--- src/rtl/core/cht_pkg.sv ---
// ----------------------------------------------------------------------------
// cht_pkg
// types and constants shared by the outstanding handle table
// ----------------------------------------------------------------------------
`timescale 1ns / 1ps

package cht_pkg;

    localparam int ENTRIES  = 16;
    localparam int SLOT_W   = $clog2(ENTRIES);
    localparam int CNT_W    = $clog2(ENTRIES + 1);
    localparam int HANDLE_W = 8;
    localparam int EP_W     = 8;
    localparam int EXP_W    = 16;
    localparam int ENTRY_W  = HANDLE_W + EP_W + EXP_W;

    localparam logic [EXP_W-1:0] INTERVAL_RESET = 16'd10;

    typedef enum logic [1:0] {
        OP_ADD    = 2'd0,
        OP_LOOKUP = 2'd1,
        OP_REMOVE = 2'd2,
        OP_TICK   = 2'd3
    } t_op;

    typedef enum logic [1:0] {
        KIND_ADD     = 2'd0,
        KIND_LOOKUP  = 2'd1,
        KIND_REMOVE  = 2'd2,
        KIND_TIMEOUT = 2'd3
    } t_kind;

    typedef struct packed {
        logic [HANDLE_W-1:0] handle;
        logic [EP_W-1:0]     endpoint;
        logic [EXP_W-1:0]    expiry;
    } t_entry;

    typedef struct packed {
        t_kind               kind;
        logic                status;
        logic [HANDLE_W-1:0] handle;
        logic [EP_W-1:0]     endpoint;
        logic                last;
    } t_res;

endpackage

--- src/rtl/core/cht_req_if.sv ---
// ----------------------------------------------------------------------------
// cht_req_if
// request channel: operation, handle and source endpoint
// ----------------------------------------------------------------------------
`timescale 1ns / 1ps

interface cht_req_if;
    logic       valid;
    logic       ready;
    logic [1:0] operation;
    logic [7:0] handle;
    logic [7:0] src_endpoint;

    modport source (output valid, output operation, output handle, output src_endpoint,
                    input ready);
    modport sink (input valid, input operation, input handle, input src_endpoint,
                  output ready);
endinterface

--- src/rtl/core/cht_rsp_if.sv ---
// ----------------------------------------------------------------------------
// cht_rsp_if
// result channel: kind, status, handle, endpoint and last marker
// ----------------------------------------------------------------------------
`timescale 1ns / 1ps

interface cht_rsp_if;
    logic       valid;
    logic       ready;
    logic [1:0] kind;
    logic       status;
    logic [7:0] handle_out;
    logic [7:0] endpoint_out;
    logic       last;

    modport source (output valid, output kind, output status, output handle_out,
                    output endpoint_out, output last, input ready);
    modport sink (input valid, input kind, input status, input handle_out,
                  input endpoint_out, input last, output ready);
endinterface

--- src/rtl/core/cht_cfg_if.sv ---
// ----------------------------------------------------------------------------
// cht_cfg_if
// configuration write channel for the confirm interval
// ----------------------------------------------------------------------------
`timescale 1ns / 1ps

interface cht_cfg_if;
    logic        valid;
    logic        ready;
    logic [15:0] data;

    modport source (output valid, output data, input ready);
    modport sink (input valid, input data, output ready);
endinterface

--- src/rtl/core/cht_ram.sv ---
// ----------------------------------------------------------------------------
// cht_ram
// generic single write, single read ram with registered read data
// ----------------------------------------------------------------------------
`timescale 1ns / 1ps

module cht_ram #(
    parameter int WIDTH = 8,
    parameter int DEPTH = 16
) (
    input  logic                     i_clk,
    input  logic                     i_we,
    input  logic [$clog2(DEPTH)-1:0] i_waddr,
    input  logic [WIDTH-1:0]         i_wdata,
    input  logic                     i_re,
    input  logic [$clog2(DEPTH)-1:0] i_raddr,
    output logic [WIDTH-1:0]         o_rdata
);

    logic [WIDTH-1:0] r_mem [DEPTH];
    logic [WIDTH-1:0] r_rdata;

    always_ff @(posedge i_clk) begin
        if (i_we) begin
            r_mem[i_waddr] <= i_wdata;
        end
        // read data holds until the next read
        if (i_re) begin
            r_rdata <= r_mem[i_raddr];
        end
    end

    assign o_rdata = r_rdata;

endmodule

--- src/rtl/core/cht_out_stage.sv ---
// ----------------------------------------------------------------------------
// cht_out_stage
// output register that holds one result word until the sink takes it
// ----------------------------------------------------------------------------
`timescale 1ns / 1ps

module cht_out_stage (
    input  logic              i_clk,
    input  logic              i_rst_n,
    input  logic              i_push,
    input  cht_pkg::t_res     i_res,
    output logic              o_free,
    cht_rsp_if.source         o_rsp
);

    logic          r_valid;
    logic          n_valid;
    cht_pkg::t_res r_res;

    assign o_free = !r_valid || o_rsp.ready;

    always_comb begin
        n_valid = r_valid;
        if (o_rsp.ready) begin
            n_valid = 1'b0;
        end
        if (i_push) begin
            n_valid = 1'b1;
        end
    end

    always_ff @(posedge i_clk) begin
        if (!i_rst_n) begin
            r_valid <= 1'b0;
        end else begin
            r_valid <= n_valid;
        end
    end

    always_ff @(posedge i_clk) begin
        if (i_push) begin
            r_res <= i_res;
        end
    end

    assign o_rsp.valid        = r_valid;
    assign o_rsp.kind         = r_res.kind;
    assign o_rsp.status       = r_res.status;
    assign o_rsp.handle_out   = r_res.handle;
    assign o_rsp.endpoint_out = r_res.endpoint;
    assign o_rsp.last         = r_res.last;

endmodule

--- src/rtl/core/confirm_handle_timeout_table_core.sv ---
// ----------------------------------------------------------------------------
// confirm_handle_timeout_table_core
// outstanding request handle table with per-entry expiry and tick timeouts
// ----------------------------------------------------------------------------
//  channel  | dir | payload                                        | word per
//  i_req    | in  | operation, handle, src_endpoint                | operation
//  o_rsp    | out | kind, status, handle_out, endpoint_out, last   | result
//  i_cfg    | in  | data (confirm interval)                        | register write
//
//  add writes the entry directly; lookup, remove and tick walk the entries held,
//  and a new operation is accepted only once the previous one has finished
//  the walk visits the age-ordered slot list and the entry memory, each with a
//  registered read, one list position after the other
//  reset clears the valid flags and the entry count at once, no clearing pass
//  a full output register holds the walk in place until the word can move
// ----------------------------------------------------------------------------
`timescale 1ns / 1ps

module confirm_handle_timeout_table_core (
    input  logic      i_clk,
    input  logic      i_rst_n,
    cht_req_if.sink   i_req,
    cht_rsp_if.source o_rsp,
    cht_cfg_if.sink   i_cfg
);

    typedef enum logic [5:0] {
        S_IDLE  = 6'b000001,
        S_ADD   = 6'b000010,
        S_RDORD = 6'b000100,
        S_RDENT = 6'b001000,
        S_EVAL  = 6'b010000,
        S_DONE  = 6'b100000
    } t_state;

    t_state                               r_state, n_state;
    logic [cht_pkg::CNT_W-1:0]            r_cnt, n_cnt;
    logic [cht_pkg::ENTRIES-1:0]          r_valid, n_valid;
    logic [cht_pkg::EXP_W-1:0]            r_interval, n_interval;

    cht_pkg::t_op                         r_op, n_op;
    logic [cht_pkg::HANDLE_W-1:0]         r_h, n_h;
    logic [cht_pkg::EP_W-1:0]             r_ep, n_ep;
    logic [cht_pkg::CNT_W-1:0]            r_pos, n_pos;
    logic [cht_pkg::CNT_W-1:0]            r_wr, n_wr;
    logic                                 r_found, n_found;
    logic                                 r_pend_v, n_pend_v;
    cht_pkg::t_res                        r_pend, n_pend;
    logic [cht_pkg::SLOT_W-1:0]           r_slot, n_slot;

    logic                                 req_acc;
    logic [cht_pkg::SLOT_W-1:0]           free_slot;
    logic [cht_pkg::CNT_W-1:0]            pos_next;
    logic                                 hit;
    logic                                 adv;
    cht_pkg::t_kind                       op_kind;

    logic                                 ord_we, ord_re;
    logic [cht_pkg::SLOT_W-1:0]           ord_waddr, ord_raddr, ord_wdata, ord_rdata;
    logic                                 ent_we, ent_re;
    logic [cht_pkg::SLOT_W-1:0]           ent_waddr, ent_raddr;
    cht_pkg::t_entry                      ent_wdata, ent_rdata;
    logic [cht_pkg::ENTRY_W-1:0]          ent_rdata_raw;

    logic                                 push;
    cht_pkg::t_res                        push_res;
    logic                                 out_free;

    assign i_req.ready = (r_state == S_IDLE);
    assign req_acc     = i_req.valid && i_req.ready;
    assign i_cfg.ready = 1'b1;
    assign n_interval  = i_cfg.valid ? i_cfg.data : r_interval;

    assign ent_rdata = cht_pkg::t_entry'(ent_rdata_raw);
    assign pos_next  = r_pos + 1'b1;
    assign hit       = (ent_rdata.handle == r_h) && !r_found;
    assign op_kind   = (r_op == cht_pkg::OP_LOOKUP) ? cht_pkg::KIND_LOOKUP
                                                     : cht_pkg::KIND_REMOVE;

    // lowest free slot
    always_comb begin
        free_slot = '0;
        for (int i = cht_pkg::ENTRIES - 1; i >= 0; i--) begin
            if (!r_valid[i]) begin
                free_slot = cht_pkg::SLOT_W'(i);
            end
        end
    end

    always_comb begin
        n_state  = r_state;
        n_cnt    = r_cnt;
        n_valid  = r_valid;
        n_op     = r_op;
        n_h      = r_h;
        n_ep     = r_ep;
        n_pos    = r_pos;
        n_wr     = r_wr;
        n_found  = r_found;
        n_pend_v = r_pend_v;
        n_pend   = r_pend;
        n_slot   = r_slot;
        adv      = 1'b0;

        ord_we    = 1'b0;
        ord_waddr = r_wr[cht_pkg::SLOT_W-1:0];
        ord_wdata = r_slot;
        ord_re    = 1'b0;
        ord_raddr = r_pos[cht_pkg::SLOT_W-1:0];
        ent_we    = 1'b0;
        ent_waddr = r_slot;
        ent_wdata = ent_rdata;
        ent_re    = 1'b0;
        ent_raddr = ord_rdata;

        push              = 1'b0;
        push_res.kind     = op_kind;
        push_res.status   = 1'b0;
        push_res.handle   = r_h;
        push_res.endpoint = ent_rdata.endpoint;
        push_res.last     = 1'b1;

        unique case (r_state)
            S_IDLE: begin
                if (req_acc) begin
                    n_op     = cht_pkg::t_op'(i_req.operation);
                    n_h      = i_req.handle;
                    n_ep     = i_req.src_endpoint;
                    n_pos    = '0;
                    n_wr     = '0;
                    n_found  = 1'b0;
                    n_pend_v = 1'b0;
                    if (cht_pkg::t_op'(i_req.operation) == cht_pkg::OP_ADD) begin
                        n_state = S_ADD;
                    end else if (r_cnt == '0) begin
                        n_state = S_DONE;
                    end else begin
                        n_state = S_RDORD;
                    end
                end
            end
            S_ADD: begin
                if (out_free) begin
                    push          = 1'b1;
                    push_res.kind = cht_pkg::KIND_ADD;
                    if (r_cnt == cht_pkg::CNT_W'(cht_pkg::ENTRIES)) begin
                        push_res.status   = 1'b1;
                        push_res.endpoint = '0;
                    end else begin
                        push_res.endpoint = r_ep;
                        ent_we            = 1'b1;
                        ent_waddr         = free_slot;
                        ent_wdata.handle   = r_h;
                        ent_wdata.endpoint = r_ep;
                        ent_wdata.expiry   = r_interval;
                        // new entry goes to the young end of the age list
                        ord_we             = 1'b1;
                        ord_waddr          = r_cnt[cht_pkg::SLOT_W-1:0];
                        ord_wdata          = free_slot;
                        n_valid[free_slot] = 1'b1;
                        n_cnt              = r_cnt + 1'b1;
                    end
                    n_state = S_IDLE;
                end
            end
            S_RDORD: begin
                ord_re  = 1'b1;
                n_state = S_RDENT;
            end
            S_RDENT: begin
                ent_re  = 1'b1;
                n_slot  = ord_rdata;
                n_state = S_EVAL;
            end
            S_EVAL: begin
                case (r_op)
                    cht_pkg::OP_LOOKUP: begin
                        if (hit) begin
                            if (out_free) begin
                                push    = 1'b1;
                                n_state = S_IDLE;
                            end
                        end else begin
                            adv = 1'b1;
                        end
                    end
                    cht_pkg::OP_REMOVE: begin
                        if (hit) begin
                            if (out_free) begin
                                push            = 1'b1;
                                n_found         = 1'b1;
                                n_valid[r_slot] = 1'b0;
                                adv             = 1'b1;
                            end
                        end else begin
                            // keep, closing the gap left by a removed entry
                            ord_we = 1'b1;
                            n_wr   = r_wr + 1'b1;
                            adv    = 1'b1;
                        end
                    end
                    cht_pkg::OP_TICK: begin
                        if (ent_rdata.expiry == '0) begin
                            // previous timeout is not the last one: send it now
                            if (!r_pend_v || out_free) begin
                                push              = r_pend_v;
                                push_res          = r_pend;
                                push_res.last     = 1'b0;
                                n_pend.kind       = cht_pkg::KIND_TIMEOUT;
                                n_pend.status     = 1'b0;
                                n_pend.handle     = ent_rdata.handle;
                                n_pend.endpoint   = ent_rdata.endpoint;
                                n_pend.last       = 1'b0;
                                n_pend_v          = 1'b1;
                                n_valid[r_slot]   = 1'b0;
                                adv               = 1'b1;
                            end
                        end else begin
                            ent_we           = 1'b1;
                            ent_wdata.expiry = ent_rdata.expiry - 1'b1;
                            ord_we           = 1'b1;
                            n_wr             = r_wr + 1'b1;
                            adv              = 1'b1;
                        end
                    end
                    default: begin
                        n_state = S_IDLE;
                    end
                endcase

                if (adv) begin
                    n_pos = pos_next;
                    if (pos_next == r_cnt) begin
                        n_state = S_DONE;
                    end else begin
                        // list write address stays below the next read address
                        ord_re    = 1'b1;
                        ord_raddr = pos_next[cht_pkg::SLOT_W-1:0];
                        n_state   = S_RDENT;
                    end
                end
            end
            S_DONE: begin
                case (r_op)
                    cht_pkg::OP_TICK: begin
                        if (!r_pend_v || out_free) begin
                            push          = r_pend_v;
                            push_res      = r_pend;
                            push_res.last = 1'b1;
                            n_cnt         = r_wr;
                            n_state       = S_IDLE;
                        end
                    end
                    cht_pkg::OP_LOOKUP, cht_pkg::OP_REMOVE: begin
                        if (r_found) begin
                            n_cnt   = r_wr;
                            n_state = S_IDLE;
                        end else if (out_free) begin
                            push              = 1'b1;
                            push_res.status   = 1'b1;
                            push_res.endpoint = '0;
                            n_state           = S_IDLE;
                        end
                    end
                    default: begin
                        n_state = S_IDLE;
                    end
                endcase
            end
            default: begin
                n_state = S_IDLE;
            end
        endcase
    end

    always_ff @(posedge i_clk) begin
        if (!i_rst_n) begin
            r_state    <= S_IDLE;
            r_cnt      <= '0;
            r_valid    <= '0;
            r_interval <= cht_pkg::INTERVAL_RESET;
        end else begin
            r_state    <= n_state;
            r_cnt      <= n_cnt;
            r_valid    <= n_valid;
            r_interval <= n_interval;
        end
    end

    always_ff @(posedge i_clk) begin
        r_op     <= n_op;
        r_h      <= n_h;
        r_ep     <= n_ep;
        r_pos    <= n_pos;
        r_wr     <= n_wr;
        r_found  <= n_found;
        r_pend_v <= n_pend_v;
        r_pend   <= n_pend;
        r_slot   <= n_slot;
    end

    // age-ordered list of occupied slots, oldest at position zero
    cht_ram #(
        .WIDTH (cht_pkg::SLOT_W),
        .DEPTH (cht_pkg::ENTRIES)
    ) u_order_ram (
        .i_clk   (i_clk),
        .i_we    (ord_we),
        .i_waddr (ord_waddr),
        .i_wdata (ord_wdata),
        .i_re    (ord_re),
        .i_raddr (ord_raddr),
        .o_rdata (ord_rdata)
    );

    cht_ram #(
        .WIDTH (cht_pkg::ENTRY_W),
        .DEPTH (cht_pkg::ENTRIES)
    ) u_entry_ram (
        .i_clk   (i_clk),
        .i_we    (ent_we),
        .i_waddr (ent_waddr),
        .i_wdata (ent_wdata),
        .i_re    (ent_re),
        .i_raddr (ent_raddr),
        .o_rdata (ent_rdata_raw)
    );

    cht_out_stage u_out_stage (
        .i_clk   (i_clk),
        .i_rst_n (i_rst_n),
        .i_push  (push),
        .i_res   (push_res),
        .o_free  (out_free),
        .o_rsp   (o_rsp)
    );

endmodule

--- src/flat_wrapper.sv ---
// flat-port wrapper written by rule: the top's interface ports become plain ports
module confirm_handle_timeout_table_core_flat 
  (i_clk, i_rst_n, i_req_valid, i_req_operation, i_req_handle, i_req_src_endpoint, i_req_ready, o_rsp_valid, o_rsp_kind, o_rsp_status, o_rsp_handle_out, o_rsp_endpoint_out, o_rsp_last, o_rsp_ready, i_cfg_valid, i_cfg_data, i_cfg_ready);
  cht_req_if i_req_i ();
  cht_rsp_if o_rsp_i ();
  cht_cfg_if i_cfg_i ();
  input  logic i_clk;
  input  logic i_rst_n;
  input wire logic [$bits(i_req_i.valid)-1:0] i_req_valid;
  input wire logic [$bits(i_req_i.operation)-1:0] i_req_operation;
  input wire logic [$bits(i_req_i.handle)-1:0] i_req_handle;
  input wire logic [$bits(i_req_i.src_endpoint)-1:0] i_req_src_endpoint;
  output wire logic [$bits(i_req_i.ready)-1:0] i_req_ready;
  output wire logic [$bits(o_rsp_i.valid)-1:0] o_rsp_valid;
  output wire logic [$bits(o_rsp_i.kind)-1:0] o_rsp_kind;
  output wire logic [$bits(o_rsp_i.status)-1:0] o_rsp_status;
  output wire logic [$bits(o_rsp_i.handle_out)-1:0] o_rsp_handle_out;
  output wire logic [$bits(o_rsp_i.endpoint_out)-1:0] o_rsp_endpoint_out;
  output wire logic [$bits(o_rsp_i.last)-1:0] o_rsp_last;
  input wire logic [$bits(o_rsp_i.ready)-1:0] o_rsp_ready;
  input wire logic [$bits(i_cfg_i.valid)-1:0] i_cfg_valid;
  input wire logic [$bits(i_cfg_i.data)-1:0] i_cfg_data;
  output wire logic [$bits(i_cfg_i.ready)-1:0] i_cfg_ready;
  assign i_req_i.valid = i_req_valid;
  assign i_req_i.operation = i_req_operation;
  assign i_req_i.handle = i_req_handle;
  assign i_req_i.src_endpoint = i_req_src_endpoint;
  assign i_req_ready = i_req_i.ready;
  assign o_rsp_valid = o_rsp_i.valid;
  assign o_rsp_kind = o_rsp_i.kind;
  assign o_rsp_status = o_rsp_i.status;
  assign o_rsp_handle_out = o_rsp_i.handle_out;
  assign o_rsp_endpoint_out = o_rsp_i.endpoint_out;
  assign o_rsp_last = o_rsp_i.last;
  assign o_rsp_i.ready = o_rsp_ready;
  assign i_cfg_i.valid = i_cfg_valid;
  assign i_cfg_i.data = i_cfg_data;
  assign i_cfg_ready = i_cfg_i.ready;
  confirm_handle_timeout_table_core u_core (.i_clk(i_clk), .i_rst_n(i_rst_n), .i_req(i_req_i), .o_rsp(o_rsp_i), .i_cfg(i_cfg_i));
endmodule
--- config.mk ---
export PLATFORM = sky130hd
export DESIGN_NAME = confirm_handle_timeout_table_core_flat
export DESIGN_NICKNAME = d
export VERILOG_FILES = /design/src/rtl/core/cht_pkg.sv /design/src/rtl/core/cht_req_if.sv /design/src/rtl/core/cht_rsp_if.sv /design/src/rtl/core/cht_cfg_if.sv /design/src/rtl/core/cht_ram.sv /design/src/rtl/core/cht_out_stage.sv /design/src/rtl/core/confirm_handle_timeout_table_core.sv /design/src/flat_wrapper.sv
export SDC_FILE = /design/constraint.sdc
export NUM_CORES = 1
export LEC_CHECK = 0
export BUFFER_PORTS_ARGS = -buffer_cell sky130_fd_sc_hd__buf_2
export CAP_MARGIN = 20
export CORE_MARGIN = 2
export CORE_UTILIZATION = 50
export DETAILED_ROUTE_END_ITERATION = 8
export MAX_ROUTING_LAYER = met4
export PLACE_DENSITY = 0.68
export SYNTH_ARGS = -nofsm -noshare
export SYNTH_HDL_FRONTEND = slang
export SYNTH_SLANG_ARGS = --single-unit
--- constraint.sdc ---
create_clock -name i_clk -period 5.4 [get_ports i_clk]
set_input_delay 0.27 -clock i_clk [delete_from_list [all_inputs] [get_ports i_clk]]
set_output_delay 0.27 -clock i_clk [all_outputs]
set_load 0.01 [all_outputs]
==> flow_metrics.env <==
export IMPL_syn_to_final_growth_pct=14.38
export IMPL_yosys_area_share_adder_pct=0.3789
export IMPL_power_density_mw_per_mm2=370.5
export IMPL_cts_sinks=726
export IMPL_tightest_slew_ns=1.145
export IMPL_finalCritPeriodShare_pct=77.40
export IMPL_crit_required_ns=5.69
export IMPL_die_h_um=247.8
export IMPL_worst_r2r_setup_slack_ns=1.22
export IMPL_cts_buffers=72
export IMPL_p_leak_nw=10.99
export IMPL_ys_flop_type="edfxtp_1"
export IMPL_first_iter_violations=1760
export IMPL_antenna_diode_count=0
export IMPL_synth_simple_gate_area_share_pct=6.259
export IMPL_critPathLaunch="u_core.r_state[2]"
export IMPL_synth_top_family_by_area="multiplexers"
export IMPL_r2r_cells=9
export IMPL_clkTransAtPathRegs_ns=0.06
export IMPL_syn_cell_area_mm2=0.02972
export IMPL_syn_avg_cell_area_um2=17.33
export IMPL_synth_mux_area_share_pct=13.98
export IMPL_insertion_delay_ns=0.62
export IMPL_crit_type="reg2reg"
export IMPL_crit_fanout=22
export IMPL_track_usage_pct=24.29
export IMPL_setup_violations=0
export IMPL_core_mm2=0.05891
export IMPL_nNetsFinal=1891
export IMPL_min_path_type="in2reg"
export IMPL_dp_slack_ns=1.265
export IMPL_finalHoldViolations=0
export IMPL_synth_xor_area_share_pct=0.5767
export IMPL_ant_nets=0
export IMPL_avgViaCountPerCell=6.202
export IMPL_dp_hpwl_mm=40.47
export IMPL_grt_pass1_vias=16294
export IMPL_setup_ws_ns=1.220
export IMPL_min_period_ns=4.180
export IMPL_cts_max_level=3
export IMPL_initial_core_util_pct=50.46
export IMPL_synth_cell_types=68
export IMPL_rsz0062_at_grt="no"
export IMPL_ys_ff_latch=726
export IMPL_routed_wl_mm=70.72
export IMPL_dr_pass1_iters=6
export IMPL_post_route_util_pct=57.72
export IMPL_crit_end="u_core.u_entry_ram.r_mem[3][20]"
export IMPL_fin_setup_tns_ns=0
export IMPL_end_kind="register"
export IMPL_vias=16584
export IMPL_drive_gt1_share_pct=22.25
export IMPL_ys_warnings_count=0
export IMPL_irDropWorstVdd_v=0.0002558
export IMPL_critical_path_max_stage_delay_ns=0.56
export IMPL_gp_congestion=0.8642
export IMPL_dieArea_mm2=0.06141
export IMPL_maxCapViolCount=0
export IMPL_drc=0
export IMPL_cp_cell_sequence="nor4b_1 > nand3_1 > a31o_2 > nand2_1 > nand2_1 > or3_1 > nand2b_1 > nor2_4 > buf_4"
export IMPL_arrival_ns=4.47
export IMPL_slew_headroom_pct=23.61
export IMPL_worstSetupStartpointType="register"
export IMPL_synth_fp_nets=1763
export IMPL_r2r_start="u_core.r_state[2]"
export IMPL_multiInputGateArea_mm2=0.008040
export IMPL_outcome="completed"
export IMPL_ioPinCount=62
export IMPL_postCtsSetupBuffers=0
export IMPL_synth_compound_area_share_pct=5.346
export IMPL_grt_pass1_wl_mm=105.2
export IMPL_syn_instance_count=1715
export IMPL_cts_tree="built"
export IMPL_io_buffers=60
export IMPL_seq_area_mm2=0.02136
export IMPL_ys_async_sr_fraction_pct=0
export IMPL_grt_max_degree=130
export IMPL_num_rows=89
export IMPL_finalMaxSlewViolations=0
export IMPL_die_x_um=247.8
export IMPL_grt_remaining_overflow=0
export IMPL_clock_path_buffers=3
export IMPL_antenna_found_initial=0
export IMPL_post_drt_wl_per_cell_um=26.45
export IMPL_critPathSlowestCell="or3_1"
export IMPL_r2r_end="u_core.u_entry_ram.r_mem[3][20]"
export IMPL_clk_root_buffer_cell="clkbuf_16"
export IMPL_yosysSeqAreaShare_pct=71.86
export IMPL_synth_edf_count=682
export IMPL_fillers=4367
export IMPL_cp_common_cell="nand2_1"
export IMPL_max_freq_mhz=239.2
export IMPL_clock_skew_ns=0.02267
-- state kept, by name (all words and copies together), names as in the netlist, 16 cells and up --
signal                      cells
u_core.r_pend                  16
u_core.r_valid                 16
u_core.u_order_ram.r_mem       64
u_core.u_entry_ram.o_rdata     32
u_core.r_interval              16
u_core.u_entry_ram.r_mem      512
-- cell type report --
type | instances | share of cell area [%]
Clock buffer | 83 | 5.609
Clock inverter | 49 | 1.612
Inverter | 32 | 0.3533
Multi-Input combinational cell | 868 | 23.65
Sequential cell | 726 | 62.83
Tap cell | 773 | 2.845
Timing Repair Buffer | 143 | 3.106
-- synthesized netlist by cell type (all sizes together) (12+ instances only) --
library cell	count	share of area, %
mux4	162	12
o21ai	51	0.86
nand2	135	1.7
inv	31	0.39
dfxtp	44	3.0
a21oi	43	0.72
or3	14	0.29
nor2	106	1.3
edfxtp	682	69
nor3	29	0.51
xor2	13	0.38
a211oi	21	0.53
buf	24	0.35
nor2b	27	0.57
nand2b	12	0.25
mux2	14	0.53
mux2i	35	1.2
nand3	24	0.40
clkbuf	65	0.82
-- logic make-up after synthesis --
logic type	after synthesis
muxes	211
buffers and inverters	121
DFF	726
xor gates and xnor gates	18
adders and majority gates	9
and+or+nand+nor	397
other	1
AOI/OAI and AO/OA	232
-- power breakdown --
part           internal, mW  switching (mW)
clock                  3.04            2.15
combinational         0.368           0.687
sequential             6.26           0.102
-- how the worst min path moves through the flow --
stage,endpoint,startpoint,slack (ns),depth (start not counted)
2_1_floorplan,u_core.r_ep[0],i_req_src_endpoint[0],0.37,0
3_3_place_gp,u_core.r_ep[6],i_req_src_endpoint[6],0.45,1
3_5_place_dp,u_core.r_ep[4],i_req_src_endpoint[4],0.45,1
4_1_cts,u_core.r_interval[1],i_rst_n,0.11,2
5_1_grt,u_core.r_interval[1],i_rst_n,0.14,2
6_report,u_core.r_interval[1],i_rst_n,0.15,2
-- cells in the final DEF, fill, tap and decap left out, types with 31 or more instances in the layout --
cell type / count
edfxtp_1: 682
mux4_2: 162
nand2_1: 135
nor2_1: 94
clkbuf_16: 75
buf_2: 62
o21ai_0: 48
dfxtp_1: 44
a21oi_1: 42
buf_4: 42
dlygate4sd3_1: 35
mux2i_1: 34
inv_1: 31
-- through the flow --
step	instances	hold slack [ns]	power (mW)	area (um^2)
after floorplan	1715	0.3689	7.144	29720
after global placement	2501	0.4464	7.476	31150
after detailed placement	2504	0.4481	7.492	31170
after CTS	2671	0.1082	12.66	33980
after global routing	2674	0.1409	13.00	34000
final	2674	0.1463	12.60	34000
-- layer usage --
metal  GRT usage (%)  up-vias  wire length (um)
li1                -     7152                 -
met1           33.85     8593             29870
met2           37.92      726             34530
met3           3.871      113              4886
met4           6.023        0              1436
met5               -        -                 0
-- worst max-delay path, delay by kind of cell (launching register included) --
family                 cells  cell delay, ns
AOI/OAI and AO/OA          1            0.47
and+or+nand+nor            7            2.64
buffers and inverters      1            0.35
DFF                        1            0.36
-- what timing repair did --
item                                    in CTS  in global routing
hold buffers                                35                  0
resized for setup                            0                  0
endpoints found under the setup margin       0                  0
hold endpoints to repair                    35                  0
Note: power is estimated with default switching activity, not from simulation.
